--- config.mk ---
export PLATFORM = sky130hd
export DESIGN_NAME = timestamped_snapshot_interpolator_core_flat
export DESIGN_NICKNAME = d
export VERILOG_FILES = /design/src/rtl/tsi_pkg.sv /design/src/rtl/tsi_if.sv /design/src/rtl/timestamped_snapshot_interpolator_core.sv /design/src/rtl/tsi_ram.sv /design/src/rtl/tsi_ctrl.sv /design/src/rtl/tsi_datapath.sv /design/src/flat_wrapper.sv
export SDC_FILE = /design/constraint.sdc
export NUM_CORES = 2
export LEC_CHECK = 0
export ABC_AREA = 1
export BUFFER_PORTS_ARGS = -buffer_cell sky130_fd_sc_hd__buf_2
export CORE_ASPECT_RATIO = 0.75
export CORE_UTILIZATION = 50
export CTS_BUF_LIST = sky130_fd_sc_hd__clkbuf_8 sky130_fd_sc_hd__clkbuf_16
export DETAILED_ROUTE_END_ITERATION = 7
export PLACE_DENSITY_LB_ADDON = 0.12
export SKIP_LAST_GASP = 1
export SLEW_MARGIN = 40
export SYNTH_ARGS = -nofsm -noshare
export SYNTH_HDL_FRONTEND = slang
export SYNTH_SLANG_ARGS = --single-unit
export TNS_END_PERCENT = 1
--- constraint.sdc ---
create_clock -name clk -period 7.7 [get_ports clk]
set_input_delay 0.77 -clock clk [delete_from_list [all_inputs] [get_ports clk]]
set_output_delay 0.77 -clock clk [all_outputs]
set_load 0.02 [all_outputs]
--- src/rtl/tsi_pkg.sv ---
// ============================================================================
// tsi_pkg: shared definitions for the snapshot interpolator
// Widths, register indexes, the snapshot record, the controller states and
// the command and status groups that pass between controller and datapath.
// ============================================================================
`default_nettype none

package tsi_pkg;

  // Ring and number formats.
  localparam int SNAP_DEPTH = 8;
  localparam int PTR_W      = $clog2(SNAP_DEPTH);
  localparam int CNT_W      = $clog2(SNAP_DEPTH + 1);
  localparam int FRAC_BITS  = 16;
  localparam int FRAC_W     = FRAC_BITS + 1;
  localparam int DIVCNT_W   = $clog2(FRAC_W);
  localparam int TIME_W     = 32;
  localparam int POS_W      = 32;
  localparam int RENDER_W   = TIME_W + 3;
  localparam int PROD_W     = (POS_W + 1) + (FRAC_W + 1);
  localparam int AXES       = 3;
  localparam int AXIS_W     = 2;

  // Configuration port.
  localparam int DELAY_W    = 20;
  localparam int SPAN_W     = 16;
  localparam int CFG_DATA_W = 20;
  localparam int CFG_IDX_W  = 1;

  localparam logic [CFG_IDX_W-1:0] REG_INTERP_DELAY = CFG_IDX_W'(0);
  localparam logic [CFG_IDX_W-1:0] REG_MIN_SPAN     = CFG_IDX_W'(1);

  localparam logic [DELAY_W-1:0] INTERP_DELAY_RST = DELAY_W'(100000);
  localparam logic [SPAN_W-1:0]  MIN_SPAN_RST     = SPAN_W'(100);

  // Item function codes.
  localparam logic FUNC_PUSH  = 1'b0;
  localparam logic FUNC_QUERY = 1'b1;

  // Fraction of one in FRAC_BITS fractional bits.
  localparam logic [FRAC_W-1:0] FRAC_ONE = FRAC_W'(1) << FRAC_BITS;

  // One stored snapshot, as a single RAM word.
  typedef struct packed {
    logic [TIME_W-1:0] stime;
    logic [POS_W-1:0]  x;
    logic [POS_W-1:0]  y;
    logic [POS_W-1:0]  z;
  } snap_t;

  typedef enum logic [3:0] {
    ST_IDLE,
    ST_NEWEST,
    ST_LATCH,
    ST_RENDER,
    ST_FIRST,
    ST_WALK,
    ST_SETUP,
    ST_DIV,
    ST_MUL,
    ST_ADD,
    ST_DONE
  } state_t;

  typedef struct packed {
    logic push;
    logic start_query;
    logic rd_newest;
    logic latch_newest;
    logic idx_clear;
    logic idx_inc;
    logic calc_render;
    logic load_cur;
    logic take_bracket;
    logic div_setup;
    logic div_step;
    logic mul;
    logic add;
    logic load_out;
  } cmd_t;

  typedef struct packed {
    logic count_zero;
    logic count_one;
    logic hit;
    logic walk_last;
    logic short_span;
    logic div_last;
    logic axis_last;
    logic out_free;
  } status_t;

  // Ring slot of the snapshot at a given age, counted from the oldest.
  function automatic logic [PTR_W-1:0] slot_of(input logic [PTR_W-1:0] oldest,
                                               input logic [CNT_W-1:0] age);
    logic [CNT_W:0] sum;
    sum = (CNT_W + 1)'(oldest) + (CNT_W + 1)'(age);
    if (sum >= (CNT_W + 1)'(SNAP_DEPTH)) begin
      sum = sum - (CNT_W + 1)'(SNAP_DEPTH);
    end
    return sum[PTR_W-1:0];
  endfunction

  // Position component of a snapshot by axis number.
  function automatic logic [POS_W-1:0] axis_of(input snap_t s,
                                               input logic [AXIS_W-1:0] axis);
    logic [POS_W-1:0] v;
    case (axis)
      AXIS_W'(0): v = s.x;
      AXIS_W'(1): v = s.y;
      default:    v = s.z;
    endcase
    return v;
  endfunction

endpackage

`default_nettype wire

--- src/rtl/tsi_if.sv ---
// ============================================================================
// tsi_if: item channels of the snapshot interpolator
// Request channel (push or query) and response channel (position), each with
// valid/ready handshake.
// ============================================================================
`default_nettype none

interface tsi_req_if;
  logic                             valid;
  logic                             ready;
  logic                             func;
  logic [tsi_pkg::TIME_W-1:0]       snap_time;
  logic signed [tsi_pkg::POS_W-1:0] pos_x;
  logic signed [tsi_pkg::POS_W-1:0] pos_y;
  logic signed [tsi_pkg::POS_W-1:0] pos_z;
  logic [tsi_pkg::TIME_W-1:0]       local_time;

  modport source (output valid, func, snap_time, pos_x, pos_y, pos_z, local_time,
                  input ready);
  modport sink (input valid, func, snap_time, pos_x, pos_y, pos_z, local_time,
                output ready);
endinterface

interface tsi_rsp_if;
  logic                             valid;
  logic                             ready;
  logic                             has_position;
  logic signed [tsi_pkg::POS_W-1:0] out_x;
  logic signed [tsi_pkg::POS_W-1:0] out_y;
  logic signed [tsi_pkg::POS_W-1:0] out_z;

  modport source (output valid, has_position, out_x, out_y, out_z, input ready);
  modport sink (input valid, has_position, out_x, out_y, out_z, output ready);
endinterface

`default_nettype wire

--- src/rtl/timestamped_snapshot_interpolator_core.sv ---
// Push: written to the ring at the accept edge; ready stays high.
// Query: an empty ring gives no position and a single snapshot gives its own position; otherwise
// the walk does one RAM read per bracket step, then a 17-step serial divider (skipped for a short
// span) computes the fraction and one shared multiplier mixes the three axes.
// One item is worked at a time; a finished result waits in an output register.
// Reset (synchronous, rst high) empties the ring and restores both config registers.
// ============================================================================
// timestamped_snapshot_interpolator_core: snapshot ring with linear interpolation
// Stores timestamped 3D positions and answers render-time position queries.
// ============================================================================
`default_nettype none

module timestamped_snapshot_interpolator_core (
  input  wire logic                           clk,
  input  wire logic                           rst,
  tsi_req_if.sink                             req,
  tsi_rsp_if.source                           rsp,
  input  wire logic                           cfg_we,
  input  wire logic [tsi_pkg::CFG_IDX_W-1:0]  cfg_index,
  input  wire logic [tsi_pkg::CFG_DATA_W-1:0] cfg_data
);

  tsi_pkg::cmd_t    cmd;
  tsi_pkg::status_t sts;
  logic             req_ready;

  assign req.ready = req_ready;

  // Sequencer.
  tsi_ctrl u_ctrl (
    .clk       (clk),
    .rst       (rst),
    .req_valid (req.valid),
    .req_func  (req.func),
    .req_ready (req_ready),
    .sts       (sts),
    .cmd       (cmd)
  );

  // Storage and arithmetic.
  tsi_datapath u_datapath (
    .clk          (clk),
    .rst          (rst),
    .cfg_we       (cfg_we),
    .cfg_index    (cfg_index),
    .cfg_data     (cfg_data),
    .snap_time    (req.snap_time),
    .pos_x        (req.pos_x),
    .pos_y        (req.pos_y),
    .pos_z        (req.pos_z),
    .local_time   (req.local_time),
    .rsp_valid    (rsp.valid),
    .rsp_ready    (rsp.ready),
    .has_position (rsp.has_position),
    .out_x        (rsp.out_x),
    .out_y        (rsp.out_y),
    .out_z        (rsp.out_z),
    .cmd          (cmd),
    .sts          (sts)
  );

endmodule

`default_nettype wire

--- src/rtl/tsi_ram.sv ---
// ============================================================================
// tsi_ram: generic single-write, single-read RAM
// One write port and one read port with registered read data.
// ============================================================================
`default_nettype none

module tsi_ram #(
  parameter int WIDTH = 128,
  parameter int DEPTH = 8
) (
  input  wire logic                     clk,
  input  wire logic                     we,
  input  wire logic [$clog2(DEPTH)-1:0] waddr,
  input  wire logic [WIDTH-1:0]         wdata,
  input  wire logic [$clog2(DEPTH)-1:0] raddr,
  output logic      [WIDTH-1:0]         rdata
);

  logic [WIDTH-1:0] mem [DEPTH];

  // Write port.
  always_ff @(posedge clk) begin
    if (we) begin
      mem[waddr] <= wdata;
    end
  end

  // Registered read port.
  always_ff @(posedge clk) begin
    rdata <= mem[raddr];
  end

endmodule

`default_nettype wire

--- src/rtl/tsi_ctrl.sv ---
// ============================================================================
// tsi_ctrl: sequencing controller of the snapshot interpolator
// Steps one query through newest read, render time, bracket walk, divide,
// per-axis mix and result hand-off. Pushes are written in the accept cycle.
// ============================================================================
`default_nettype none

module tsi_ctrl (
  input  wire logic             clk,
  input  wire logic             rst,
  input  wire logic             req_valid,
  input  wire logic             req_func,
  output logic                  req_ready,
  input  wire tsi_pkg::status_t sts,
  output tsi_pkg::cmd_t         cmd
);

  tsi_pkg::state_t state;
  tsi_pkg::state_t state_next;
  logic            req_fire;

  assign req_fire = req_valid && req_ready;

  // State register.
  always_ff @(posedge clk) begin
    if (rst) begin
      state <= tsi_pkg::ST_IDLE;
    end else begin
      state <= state_next;
    end
  end

  // Next-state logic.
  always_comb begin
    state_next = state;
    case (state)
      tsi_pkg::ST_IDLE: begin
        if (req_fire && req_func == tsi_pkg::FUNC_QUERY) begin
          state_next = sts.count_zero ? tsi_pkg::ST_DONE : tsi_pkg::ST_NEWEST;
        end
      end
      tsi_pkg::ST_NEWEST: state_next = tsi_pkg::ST_LATCH;
      tsi_pkg::ST_LATCH: begin
        state_next = sts.count_one ? tsi_pkg::ST_DONE : tsi_pkg::ST_RENDER;
      end
      tsi_pkg::ST_RENDER: state_next = tsi_pkg::ST_FIRST;
      tsi_pkg::ST_FIRST:  state_next = tsi_pkg::ST_WALK;
      tsi_pkg::ST_WALK: begin
        if (sts.hit) begin
          state_next = tsi_pkg::ST_SETUP;
        end else if (sts.walk_last) begin
          state_next = tsi_pkg::ST_DONE;
        end
      end
      tsi_pkg::ST_SETUP: begin
        state_next = sts.short_span ? tsi_pkg::ST_MUL : tsi_pkg::ST_DIV;
      end
      tsi_pkg::ST_DIV: begin
        if (sts.div_last) begin
          state_next = tsi_pkg::ST_MUL;
        end
      end
      tsi_pkg::ST_MUL: state_next = tsi_pkg::ST_ADD;
      tsi_pkg::ST_ADD: begin
        state_next = sts.axis_last ? tsi_pkg::ST_DONE : tsi_pkg::ST_MUL;
      end
      tsi_pkg::ST_DONE: begin
        if (sts.out_free) begin
          state_next = tsi_pkg::ST_IDLE;
        end
      end
      default: state_next = tsi_pkg::ST_IDLE;
    endcase
  end

  // Output logic: handshake and datapath commands.
  always_comb begin
    req_ready = 1'b0;
    cmd       = '0;
    case (state)
      tsi_pkg::ST_IDLE: begin
        req_ready       = 1'b1;
        cmd.push        = req_fire && req_func == tsi_pkg::FUNC_PUSH;
        cmd.start_query = req_fire && req_func == tsi_pkg::FUNC_QUERY;
      end
      tsi_pkg::ST_NEWEST: cmd.rd_newest = 1'b1;
      tsi_pkg::ST_LATCH: begin
        cmd.latch_newest = 1'b1;
        cmd.idx_clear    = 1'b1;
      end
      tsi_pkg::ST_RENDER: begin
        cmd.calc_render = 1'b1;
        cmd.idx_inc     = 1'b1;
      end
      tsi_pkg::ST_FIRST: begin
        cmd.load_cur = 1'b1;
        cmd.idx_inc  = 1'b1;
      end
      tsi_pkg::ST_WALK: begin
        if (sts.hit) begin
          cmd.take_bracket = 1'b1;
        end else if (!sts.walk_last) begin
          cmd.load_cur = 1'b1;
          cmd.idx_inc  = 1'b1;
        end
      end
      tsi_pkg::ST_SETUP: cmd.div_setup = 1'b1;
      tsi_pkg::ST_DIV:   cmd.div_step  = 1'b1;
      tsi_pkg::ST_MUL:   cmd.mul       = 1'b1;
      tsi_pkg::ST_ADD:   cmd.add       = 1'b1;
      tsi_pkg::ST_DONE:  cmd.load_out  = sts.out_free;
      default: ;
    endcase
  end

endmodule

`default_nettype wire

--- src/rtl/tsi_datapath.sv ---
// ============================================================================
// tsi_datapath: storage and arithmetic of the snapshot interpolator
// Snapshot ring in RAM, time tracking, render time, bracket compare,
// bit-serial fraction divider, shared per-axis multiplier and result register.
// ============================================================================
`default_nettype none

module tsi_datapath (
  input  wire logic                                 clk,
  input  wire logic                                 rst,
  // Configuration writes.
  input  wire logic                                 cfg_we,
  input  wire logic [tsi_pkg::CFG_IDX_W-1:0]        cfg_index,
  input  wire logic [tsi_pkg::CFG_DATA_W-1:0]       cfg_data,
  // Request payload.
  input  wire logic [tsi_pkg::TIME_W-1:0]           snap_time,
  input  wire logic signed [tsi_pkg::POS_W-1:0]     pos_x,
  input  wire logic signed [tsi_pkg::POS_W-1:0]     pos_y,
  input  wire logic signed [tsi_pkg::POS_W-1:0]     pos_z,
  input  wire logic [tsi_pkg::TIME_W-1:0]           local_time,
  // Response channel.
  output logic                                      rsp_valid,
  input  wire logic                                 rsp_ready,
  output logic                                      has_position,
  output logic signed [tsi_pkg::POS_W-1:0]          out_x,
  output logic signed [tsi_pkg::POS_W-1:0]          out_y,
  output logic signed [tsi_pkg::POS_W-1:0]          out_z,
  // Controller link.
  input  wire tsi_pkg::cmd_t                        cmd,
  output tsi_pkg::status_t                          sts
);

  // Configuration registers.
  logic [tsi_pkg::DELAY_W-1:0] interp_delay;
  logic [tsi_pkg::SPAN_W-1:0]  min_span;

  // Ring and time tracking.
  logic [tsi_pkg::CNT_W-1:0]   snap_count;
  logic [tsi_pkg::PTR_W-1:0]   oldest_ptr;
  logic [tsi_pkg::TIME_W-1:0]  latest_server;
  logic [tsi_pkg::TIME_W-1:0]  arrival_local;
  logic [tsi_pkg::TIME_W-1:0]  now_q;

  // Query working registers.
  logic signed [tsi_pkg::RENDER_W-1:0] render;
  tsi_pkg::snap_t                      cur;
  tsi_pkg::snap_t                      prev;
  logic [tsi_pkg::CNT_W-1:0]           idx;
  logic [tsi_pkg::TIME_W:0]            rem;
  logic [tsi_pkg::TIME_W-1:0]          dur;
  logic [tsi_pkg::FRAC_W-1:0]          quo;
  logic [tsi_pkg::DIVCNT_W-1:0]        div_cnt;
  logic signed [tsi_pkg::PROD_W-1:0]   prod;
  logic [tsi_pkg::AXIS_W-1:0]          axis;
  logic [tsi_pkg::POS_W-1:0]           res_pos [tsi_pkg::AXES];
  logic                                res_has;

  // RAM ports.
  logic                       ram_we;
  logic [tsi_pkg::PTR_W-1:0]  ram_waddr;
  tsi_pkg::snap_t             ram_wdata;
  logic [tsi_pkg::PTR_W-1:0]  ram_raddr;
  tsi_pkg::snap_t             ram_rdata;
  logic [tsi_pkg::CNT_W-1:0]  rd_age;
  logic                       ring_full;

  // Combinational helpers.
  logic signed [tsi_pkg::RENDER_W-1:0] ta_ext;
  logic signed [tsi_pkg::RENDER_W-1:0] tb_ext;
  logic signed [tsi_pkg::RENDER_W-1:0] num_ext;
  logic [tsi_pkg::TIME_W-1:0]          dur_w;
  logic                                div_ge;
  logic [tsi_pkg::TIME_W:0]            rem_sub;
  logic [tsi_pkg::FRAC_W-1:0]          frac;
  logic [tsi_pkg::POS_W-1:0]           a_k;
  logic [tsi_pkg::POS_W-1:0]           b_k;
  logic signed [tsi_pkg::POS_W:0]      diff;
  logic signed [tsi_pkg::PROD_W-1:0]   prod_sh;

  tsi_ram #(
    .WIDTH ($bits(tsi_pkg::snap_t)),
    .DEPTH (tsi_pkg::SNAP_DEPTH)
  ) u_ram (
    .clk   (clk),
    .we    (ram_we),
    .waddr (ram_waddr),
    .wdata (ram_wdata),
    .raddr (ram_raddr),
    .rdata (ram_rdata)
  );

  // Configuration registers.
  always_ff @(posedge clk) begin
    if (rst) begin
      interp_delay <= tsi_pkg::INTERP_DELAY_RST;
      min_span     <= tsi_pkg::MIN_SPAN_RST;
    end else if (cfg_we) begin
      case (cfg_index)
        tsi_pkg::REG_INTERP_DELAY: interp_delay <= cfg_data[tsi_pkg::DELAY_W-1:0];
        tsi_pkg::REG_MIN_SPAN:     min_span     <= cfg_data[tsi_pkg::SPAN_W-1:0];
        default: ;
      endcase
    end
  end

  // Ring write: a full ring overwrites the oldest entry.
  assign ring_full = snap_count == tsi_pkg::CNT_W'(tsi_pkg::SNAP_DEPTH);
  assign ram_we    = cmd.push;
  assign ram_waddr = ring_full ? oldest_ptr : tsi_pkg::slot_of(oldest_ptr, snap_count);
  assign ram_wdata = '{stime: snap_time, x: pos_x, y: pos_y, z: pos_z};

  // Ring read: the newest entry, or the walk index.
  assign rd_age    = cmd.rd_newest ? snap_count - tsi_pkg::CNT_W'(1) : idx;
  assign ram_raddr = tsi_pkg::slot_of(oldest_ptr, rd_age);

  always_ff @(posedge clk) begin
    if (rst) begin
      snap_count <= '0;
      oldest_ptr <= '0;
    end else if (cmd.push) begin
      if (ring_full) begin
        oldest_ptr <= (oldest_ptr == tsi_pkg::PTR_W'(tsi_pkg::SNAP_DEPTH - 1)) ?
                      '0 : oldest_ptr + tsi_pkg::PTR_W'(1);
      end else begin
        snap_count <= snap_count + tsi_pkg::CNT_W'(1);
      end
    end
  end

  // Newest server time and its local arrival time.
  always_ff @(posedge clk) begin
    if (rst) begin
      latest_server <= '0;
      arrival_local <= '0;
    end else if (cmd.latch_newest && !sts.count_one && ram_rdata.stime > latest_server) begin
      latest_server <= ram_rdata.stime;
      arrival_local <= now_q;
    end
  end

  // Bracket compare of the held entry against the one just read.
  assign ta_ext  = $signed(tsi_pkg::RENDER_W'(cur.stime));
  assign tb_ext  = $signed(tsi_pkg::RENDER_W'(ram_rdata.stime));
  assign num_ext = render - $signed(tsi_pkg::RENDER_W'(prev.stime));
  assign dur_w   = cur.stime - prev.stime;

  // Divider step: restoring, one quotient bit per cycle.
  assign div_ge  = rem >= {1'b0, dur};
  assign rem_sub = div_ge ? rem - {1'b0, dur} : rem;
  assign frac    = (quo > tsi_pkg::FRAC_ONE) ? tsi_pkg::FRAC_ONE : quo;

  // Per-axis mix operands.
  assign a_k     = tsi_pkg::axis_of(prev, axis);
  assign b_k     = tsi_pkg::axis_of(cur, axis);
  assign diff    = $signed({b_k[tsi_pkg::POS_W-1], b_k}) - $signed({a_k[tsi_pkg::POS_W-1], a_k});
  assign prod_sh = prod >>> tsi_pkg::FRAC_BITS;

  // Query working registers.
  always_ff @(posedge clk) begin
    if (cmd.start_query) begin
      now_q <= local_time;
    end
    if (cmd.calc_render) begin
      render <= $signed(tsi_pkg::RENDER_W'(latest_server))
              + $signed(tsi_pkg::RENDER_W'(now_q))
              - $signed(tsi_pkg::RENDER_W'(arrival_local))
              - $signed(tsi_pkg::RENDER_W'(interp_delay));
    end
    if (cmd.idx_clear) begin
      idx <= '0;
    end else if (cmd.idx_inc) begin
      idx <= idx + tsi_pkg::CNT_W'(1);
    end
    if (cmd.load_cur) begin
      cur <= ram_rdata;
    end else if (cmd.take_bracket) begin
      prev <= cur;
      cur  <= ram_rdata;
    end
    if (cmd.div_setup) begin
      dur     <= dur_w;
      rem     <= {1'b0, num_ext[tsi_pkg::TIME_W-1:0]};
      quo     <= (dur_w <= tsi_pkg::TIME_W'(min_span)) ? tsi_pkg::FRAC_ONE : '0;
      div_cnt <= '0;
    end else if (cmd.div_step) begin
      rem     <= {rem_sub[tsi_pkg::TIME_W-1:0], 1'b0};
      quo     <= {quo[tsi_pkg::FRAC_W-2:0], div_ge};
      div_cnt <= div_cnt + tsi_pkg::DIVCNT_W'(1);
    end
    if (cmd.mul) begin
      prod <= diff * $signed({1'b0, frac});
    end
  end

  // Axis counter and result registers.
  always_ff @(posedge clk) begin
    if (rst) begin
      axis    <= '0;
      res_has <= 1'b0;
    end else begin
      if (cmd.div_setup) begin
        axis <= '0;
      end else if (cmd.add) begin
        axis <= axis + tsi_pkg::AXIS_W'(1);
      end
      if (cmd.start_query) begin
        res_has <= 1'b0;
      end else if (cmd.latch_newest) begin
        res_has <= 1'b1;
      end
    end
  end

  always_ff @(posedge clk) begin
    if (cmd.start_query) begin
      res_pos[0] <= '0;
      res_pos[1] <= '0;
      res_pos[2] <= '0;
    end else if (cmd.latch_newest) begin
      res_pos[0] <= ram_rdata.x;
      res_pos[1] <= ram_rdata.y;
      res_pos[2] <= ram_rdata.z;
    end else if (cmd.add) begin
      res_pos[axis] <= a_k + prod_sh[tsi_pkg::POS_W-1:0];
    end
  end

  // Output register: holds a finished item until it is taken.
  always_ff @(posedge clk) begin
    if (rst) begin
      rsp_valid <= 1'b0;
    end else if (cmd.load_out) begin
      rsp_valid <= 1'b1;
    end else if (rsp_ready) begin
      rsp_valid <= 1'b0;
    end
  end

  always_ff @(posedge clk) begin
    if (cmd.load_out) begin
      has_position <= res_has;
      out_x        <= $signed(res_pos[0]);
      out_y        <= $signed(res_pos[1]);
      out_z        <= $signed(res_pos[2]);
    end
  end

  // Status back to the controller.
  assign sts.count_zero = snap_count == '0;
  assign sts.count_one  = snap_count == tsi_pkg::CNT_W'(1);
  assign sts.hit        = (ta_ext <= render) && (tb_ext >= render);
  assign sts.walk_last  = idx == snap_count;
  assign sts.short_span = dur_w <= tsi_pkg::TIME_W'(min_span);
  assign sts.div_last   = div_cnt == tsi_pkg::DIVCNT_W'(tsi_pkg::FRAC_W - 1);
  assign sts.axis_last  = axis == tsi_pkg::AXIS_W'(tsi_pkg::AXES - 1);
  assign sts.out_free   = !rsp_valid || rsp_ready;

endmodule

`default_nettype wire

--- src/flat_wrapper.sv ---
// flat-port wrapper written by rule: the top's interface ports become plain ports
module timestamped_snapshot_interpolator_core_flat 
  (clk, rst, cfg_we, cfg_index, cfg_data, req_valid, req_func, req_snap_time, req_pos_x, req_pos_y, req_pos_z, req_local_time, req_ready, rsp_valid, rsp_has_position, rsp_out_x, rsp_out_y, rsp_out_z, rsp_ready);
  tsi_req_if req_i ();
  tsi_rsp_if rsp_i ();
  input  wire logic clk;
  input  wire logic rst;
  input  wire logic cfg_we;
  input  wire logic [tsi_pkg::CFG_IDX_W-1:0] cfg_index;
  input  wire logic [tsi_pkg::CFG_DATA_W-1:0] cfg_data;
  input wire logic [$bits(req_i.valid)-1:0] req_valid;
  input wire logic [$bits(req_i.func)-1:0] req_func;
  input wire logic [$bits(req_i.snap_time)-1:0] req_snap_time;
  input wire logic [$bits(req_i.pos_x)-1:0] req_pos_x;
  input wire logic [$bits(req_i.pos_y)-1:0] req_pos_y;
  input wire logic [$bits(req_i.pos_z)-1:0] req_pos_z;
  input wire logic [$bits(req_i.local_time)-1:0] req_local_time;
  output wire logic [$bits(req_i.ready)-1:0] req_ready;
  output wire logic [$bits(rsp_i.valid)-1:0] rsp_valid;
  output wire logic [$bits(rsp_i.has_position)-1:0] rsp_has_position;
  output wire logic [$bits(rsp_i.out_x)-1:0] rsp_out_x;
  output wire logic [$bits(rsp_i.out_y)-1:0] rsp_out_y;
  output wire logic [$bits(rsp_i.out_z)-1:0] rsp_out_z;
  input wire logic [$bits(rsp_i.ready)-1:0] rsp_ready;
  assign req_i.valid = req_valid;
  assign req_i.func = req_func;
  assign req_i.snap_time = req_snap_time;
  assign req_i.pos_x = req_pos_x;
  assign req_i.pos_y = req_pos_y;
  assign req_i.pos_z = req_pos_z;
  assign req_i.local_time = req_local_time;
  assign req_ready = req_i.ready;
  assign rsp_valid = rsp_i.valid;
  assign rsp_has_position = rsp_i.has_position;
  assign rsp_out_x = rsp_i.out_x;
  assign rsp_out_y = rsp_i.out_y;
  assign rsp_out_z = rsp_i.out_z;
  assign rsp_i.ready = rsp_ready;
  timestamped_snapshot_interpolator_core u_core (.clk(clk), .rst(rst), .req(req_i), .rsp(rsp_i), .cfg_we(cfg_we), .cfg_index(cfg_index), .cfg_data(cfg_data));
endmodule
==> Word-level counts from Yosys, hierarchy flattened <==
Memories as Yosys holds them, arrays and structs flattened. A register that Yosys moved wholly into a read port is not among the register bits.
Cells that the tools add are included.
{ "totals": {"mem_bits_rw": 1120, "mem_count": 2, "out_inout_bits": 99, "input_bits": 187, "register_bits": 578} }
{ "memory_table": {"columns": ["memory", "words", "word_bits", "rd", "rd_clocked_by_memory_dff", "wr", "line", "source"], "rows": [
  ["u_core.u_datapath.u_ram.mem", 8, 128, 1, 1, 1, "tsi_ram.sv:19", "logic [WIDTH-1:0] mem [DEPTH];"],
  ["u_core.u_datapath.res_pos", 3, 32, 3, 3, 3, "tsi_datapath.sv:55", "logic [tsi_pkg::POS_W-1:0] res_pos [tsi_pkg::AXES];"]
]} }
{ "classes": {"n_mul": 1, "add_sub_neg": 18, "muxes": 61, "n_eq_ne": 21, "bitwise": 7, "magnitude_cmp": 8, "n_reduce_logical": 25} }
{ "op_table": {"columns": ["op", "count"], "rows": [
  ["$mux W128", 2],
  ["$mux W32", 7],
  ["$pmux W32 S2", 2],
  ["$sub A32 B32 Y32", 3],
  ["$mux W17", 4],
  ["$mul A33 B18 Y48", 1],
  ["$pmux W4 S11", 1],
  ["$mux W4", 9],
  ["$ge A33 B35 Y1", 1],
  ["$le A33 B35 Y1", 1],
  ["$sub A34 B21 Y35", 1],
  ["$sub A33 B32 Y34", 1],
  ["$add A32 B32 Y33", 1],
  ["$ge A33 B32 Y1", 1],
  ["$sub A32 B32 Y33", 1],
  ["$add A32 B32 Y32", 1],
  ["$gt A32 B32 Y1", 1],
  ["$le A32 B16 Y1", 1],
  ["$reduce_or A32 Y1", 1],
  ["$mux W1", 26],
  ["$gt A17 B17 Y1 const B", 1],
  ["$eq A4 B3 Y1 const B", 4],
  ["$eq A4 B4 Y1 const B", 4],
  ["$mux W3", 4],
  ["31 further kinds", 62]
]} }

==> Depth between registers and ports, before layout <==
{ "logic_depth": {"word_depth": 9, "depth_mapped": 47} }

==> Modules after synthesis <==
Synthesis repeated with hierarchy kept, for this count alone.
{ "unflattened": {"hier_cells": 12031, "area_unflattened_um2": 110521.0} }
{ "by_module_without_submodules": {"columns": ["module", "instances", "area_per_inst_um2", "seq_area_each_um2", "cells_per_inst"], "rows": [
  ["tsi_datapath", 1, 62985.4, 21310.4, 7369],
  ["tsi_ram", 1, 47077.7, 33311.9, 4570],
  ["tsi_ctrl", 1, 457.9, 80.1, 92]
]} }

==> Worst setup path after synthesis <==
Ideal clock, no wire load.
{ "synth_timing": {"path_kind": "reg2reg", "startpoint": "register u_core.u_datapath.axis[0] in the netlist's numbering", "endpoint": "register u_core.u_datapath.prod[40] in the netlist's numbering (data pin)", "t_arrival_ns": 8.202, "path_buffers": 4, "path_slack_ns": -0.762, "stages_incl_launch_ff": 44, "period_less_slack_ns": 8.462, "path_cell_list": "dfxtp_1 inv_1 ha_1 clkbuf_1 clkbuf_1 buf_1 nand2_1 nand3_1 ha_1 inv_1 fa_1 nand2_1 nand2_1 o21ai_2 o21ai_2 inv_1 nor2_1 nor2_1 [8 not listed] fa_1 inv_1 fa_1 fa_1 inv_1 fa_1 inv_1 ha_1 nand2_1 nor2_1 inv_1 nor2_1 a211o_1 a21oi_1 o21ai_0 nand4_1 nand2_1 xor2_1"} }
{ "synth_between": {"elab_chain_cells": 4, "word_cells_on_any_way": 6, "cone_classes": "add/sub (1); mul (1); eq/ne (1); mux (2); reduce/logical (1)"} }
{ "synth_lines": {"columns": ["element", "line", "source"], "rows": [
  ["from (decl)", "tsi_datapath.sv:54", "logic [tsi_pkg::AXIS_W-1:0] axis;"],
  ["from (signal assigned)", "tsi_datapath.sv:204", "axis <= axis + tsi_pkg::AXIS_W'(1);"],
  ["$eq A2 B1 Y1 / $logic_not A2 Y1 (equally long branches)", "tsi_pkg.sv:108", "case (axis)"],
  ["$pmux W32 S2", "tsi_pkg.sv:108", null],
  ["$sub A32 B32 Y33 (*)", "tsi_datapath.sv:155", "assign diff = $signed({b_k[tsi_pkg::POS_W-1], b_k}) - $signed({a_k[tsi_pkg::POS_W-1], a_k});"],
  ["$mul A33 B18 Y48 (*)", "tsi_datapath.sv:191", "prod <= diff * $signed({1'b0, frac});"],
  ["to (signal assigned)", "tsi_datapath.sv:191", null],
  ["to (decl)", "tsi_datapath.sv:53", "logic signed [tsi_pkg::PROD_W-1:0] prod;"]
]} }
Every way passes the cells marked *; elsewhere a longest branch is shown, timed or not.
A chain may end at the register's enable or synchronous reset.

==> Worst setup path in the final report <==
{ "layout_timing": {"startpoint": "register u_core.u_datapath.axis[1] in the netlist's numbering", "endpoint": "register u_core.u_datapath.prod[43] in the netlist's numbering (data pin)"} }
The elaborated chain is that of the path after synthesis.

==> impl_results.md <==
- Initial core utilization: 0.5040
- Post-DRT Antenna Nets: 0
- Footprint of the multi-input gates: 43780 um2
- Hold WC Path Type: input pin to register
- Synth Cell Area: 105100 um2
- Fill count: 17.66k
- Final Hold Fails: 0
- Die Area: 212000 um2
- Clock-pin slew on the worst setup and hold paths: 0.07 ns
- Final net count: 12.05k
- Ports: 286
- Yosys warns: 0
- Final clock period utilization by the worst path: 1.059
- Most frequent cells in the layout: inv_1 (1819), edfxtp_1 (1653), nand2_1 (1399)
- Achievable frequency: 122.6 MHz
- Failing checks: design-rule violations, negative setup slack
- Drt drc: 1
- Input/output buffers: 285
- Final TNS setup: -10.20 ns
- Max-cap violations: 0
- Sequential cell area: 54710 um2
- Worst EP required: 8.30 ns
- Crit path top cell by count: buf_4
- Arrival @ worst endpoint: 8.75 ns
- Outcome: finished, violations left
- Final min period: 8.157 ns
- Row cnt: 145
- Vias in the first global route: 72.25k
- GRT overflow: 0
- Setup Skew: 0.1110 ns
- First-pass GRT wire length: 471800 um
- CORE AREA: 208500 um2
- Total number of vias: 75.03k
- Initial antenna violation count: 56
- DR vias/cell: 5.425
- Worst Setup End Kind: register
- Post-synth EDFFs: 1653
- Gp weighted congestion: 0.9416
- First-pass DRT Iterations: 8
- Clock sink count: 1906
- Clk root buf: clkbuf_16
- Clk_lat worst skew: 0.88 ns
- DR WL/cell: 23.20 um
- DRT iter0 DRCs: 6829
- Slew @ Worst Pin: 0.9704 ns
- RSZ-0062 raised after global routing: true
- Post-CTS Hold Buffers: 0
- Post-synth cell types: 73
- Synth Flop Type: edfxtp_1
- Chip width: 531.3 um
- Post-DP HPWL: 236600 um
- Setup violations, final: 31
- Largest net degree at the start of global routing: 200
- Post-Layout Inst Area: 122400 um2
- Synth async-reset ratio: 0
- Placed Area: 113600 um2
- Final WS setup: -0.4569 ns
- Crit path launch type: register
- Gr usage total: 0.3001
- Synth Instances: 10.09k
- Crit-path max FO: 22
- Commonest non-fill, non-tap cell in the layout: inv_1
- H-tree depth: 4
- CP peak stage delay: 0.66 ns
- Buffers from clock root to sink, at most: 4
- Setup WS pre-CTS: -1.124 ns
- CTS buffer count: 192
- Max-slew headroom at the worst pin: 0.3502
- CP max-delay cell: fa_2
- Critical setup path kind: register to register
- Seq/Total Area, Yosys: 0.5207
- Fin. max-slew vios: 0
- Die Height: 399.0 um
- Layout cells sized above 1: 0.1557
- CTS tree: done
- Register bit total from synthesis: 1906
- Synthesis-to-finish area growth: 16.46%
- Routed WL: 320800 um
- Mean Syn Cell Area: 10.41 um2
- Synthesized Nets: 11.28k
per-stage QoR:
| step | hold slack (ns) | cells | utilization |
|---|---|---|---|
| CTS | 0.06730 | 13790 | 0.5813 |
| detailed placement | 0.4045 | 13400 | 0.5450 |
| global route | 0.1091 | 13820 | 0.5868 |
| floorplan | 0.4003 | 10090 | - |
| finish | 0.1316 | 13830 | 0.5869 |
| global placement | 0.4019 | 13400 | 0.5442 |
cell usage after synthesis, drive strengths merged, types with 21 or more instances:
master / number / area share
or2: 55 / 0.0033
o211ai: 149 / 0.011
nand4: 59 / 0.0036
dfxtp: 253 / 0.048
o21ai: 696 / 0.033
xnor2: 64 / 0.0056
a31oi: 149 / 0.0091
nand3: 274 / 0.013
a22o: 34 / 0.0028
nor4: 22 / 0.0014
a21oi: 772 / 0.037
nor2: 794 / 0.030
nor3: 58 / 0.0029
edfxtp: 1653 / 0.47
clkbuf: 243 / 0.0087
nand2: 1455 / 0.053
xor2: 125 / 0.011
buf: 103 / 0.0050
inv: 1838 / 0.066
ha: 446 / 0.053
fa: 554 / 0.11
mux2i: 128 / 0.012
a22oi: 21 / 0.0015
final cells by class:
class / instances / share of cell area
clock buffer: 213 / 0.04172
clock inverter: 137 / 0.008447
sequential: 1906 / 0.4471
antenna: 14 / 0.0002863
tap: 2793 / 0.02856
multi-input combinational: 5997 / 0.3578
timing repair buffer: 927 / 0.05901
inverter: 1843 / 0.05701
critical path: cells and delay by family (launching register included):
family                     cells  cell delay [ns]
buffers and inverters         14             1.65
AOI/OAI and AO/OA              6             1.09
adders and majority gates      9             3.89
DFF                            1             0.35
and+or+nand+nor                8             0.81
xor gates and xnor gates       1             0.14
sequential cells by signal (all words and copies together), names as in the netlist, 20 cells and up:
| register | count |
|---|---|
| u_core.u_datapath.u_ram.mem | 1024 |
| u_core.u_datapath.cur | 128 |
| u_core.u_datapath.prev | 128 |
| u_core.u_datapath.u_ram.rdata | 128 |
| u_core.u_datapath.res_pos | 96 |
| u_core.u_datapath.render | 35 |
| u_core.u_datapath.rem | 33 |
| rsp_out_x | 32 |
| rsp_out_y | 32 |
| rsp_out_z | 32 |
| u_core.u_datapath.arrival_local | 32 |
| u_core.u_datapath.dur | 32 |
| u_core.u_datapath.latest_server | 32 |
| u_core.u_datapath.now_q | 32 |
| u_core.u_datapath.prod | 32 |
| u_core.u_datapath.interp_delay | 20 |
cells by family after synthesis:
logic type	Yosys count	share of synthesized area
simple gates	2745	0.1091
compound gates	1935	0.1035
mux	128	0.01220
xor+xnor	189	0.01633
fa+ha+maj	1000	0.1587
buf+inv	2189	0.07954
flops	1906	0.5207
routing by layer:
metal	wire (um)	global-route usage	share of wire	vias up
li1	-	-	-	35190
met2	133600	0.4319	0.42	2522
met3	26240	0.05551	0.082	470
met1	152400	0.4654	0.48	36830
met5	192	0	0.00060	-
met4	8409	0.07377	0.026	32
timing repair:
action | CTS | global route
pin swaps | 96 | 135
gates cloned | 4 | 3
endpoints found under the setup margin | 32 | 32
buffers inserted | 35 | 22
gates resized for setup | 248 | 199
path summary, 6_finish.rpt:
kind	end	depth (start not counted)	start	slack, ns
setup / recovery	u_core.u_datapath.prod[43]$_DFFE_PP_	38	u_core.u_datapath.axis[1]$_SDFFE_PP0N_	-0.46
hold / removal	u_core.u_datapath.now_q[17]$_DFFE_PP_	1	req_local_time[17]	0.13
setup reg to reg	u_core.u_datapath.prod[43]$_DFFE_PP_	38	u_core.u_datapath.axis[1]$_SDFFE_PP0N_	-0.46
hold reg to reg	rsp_out_y[1]$_DFFE_PP_	0	u_core.u_datapath.res_pos[1][1]$_DFFE_PP_	0.41
Power is not shown: default switching activity piles up to over one toggle a cycle in this logic, so the estimate is an artifact.
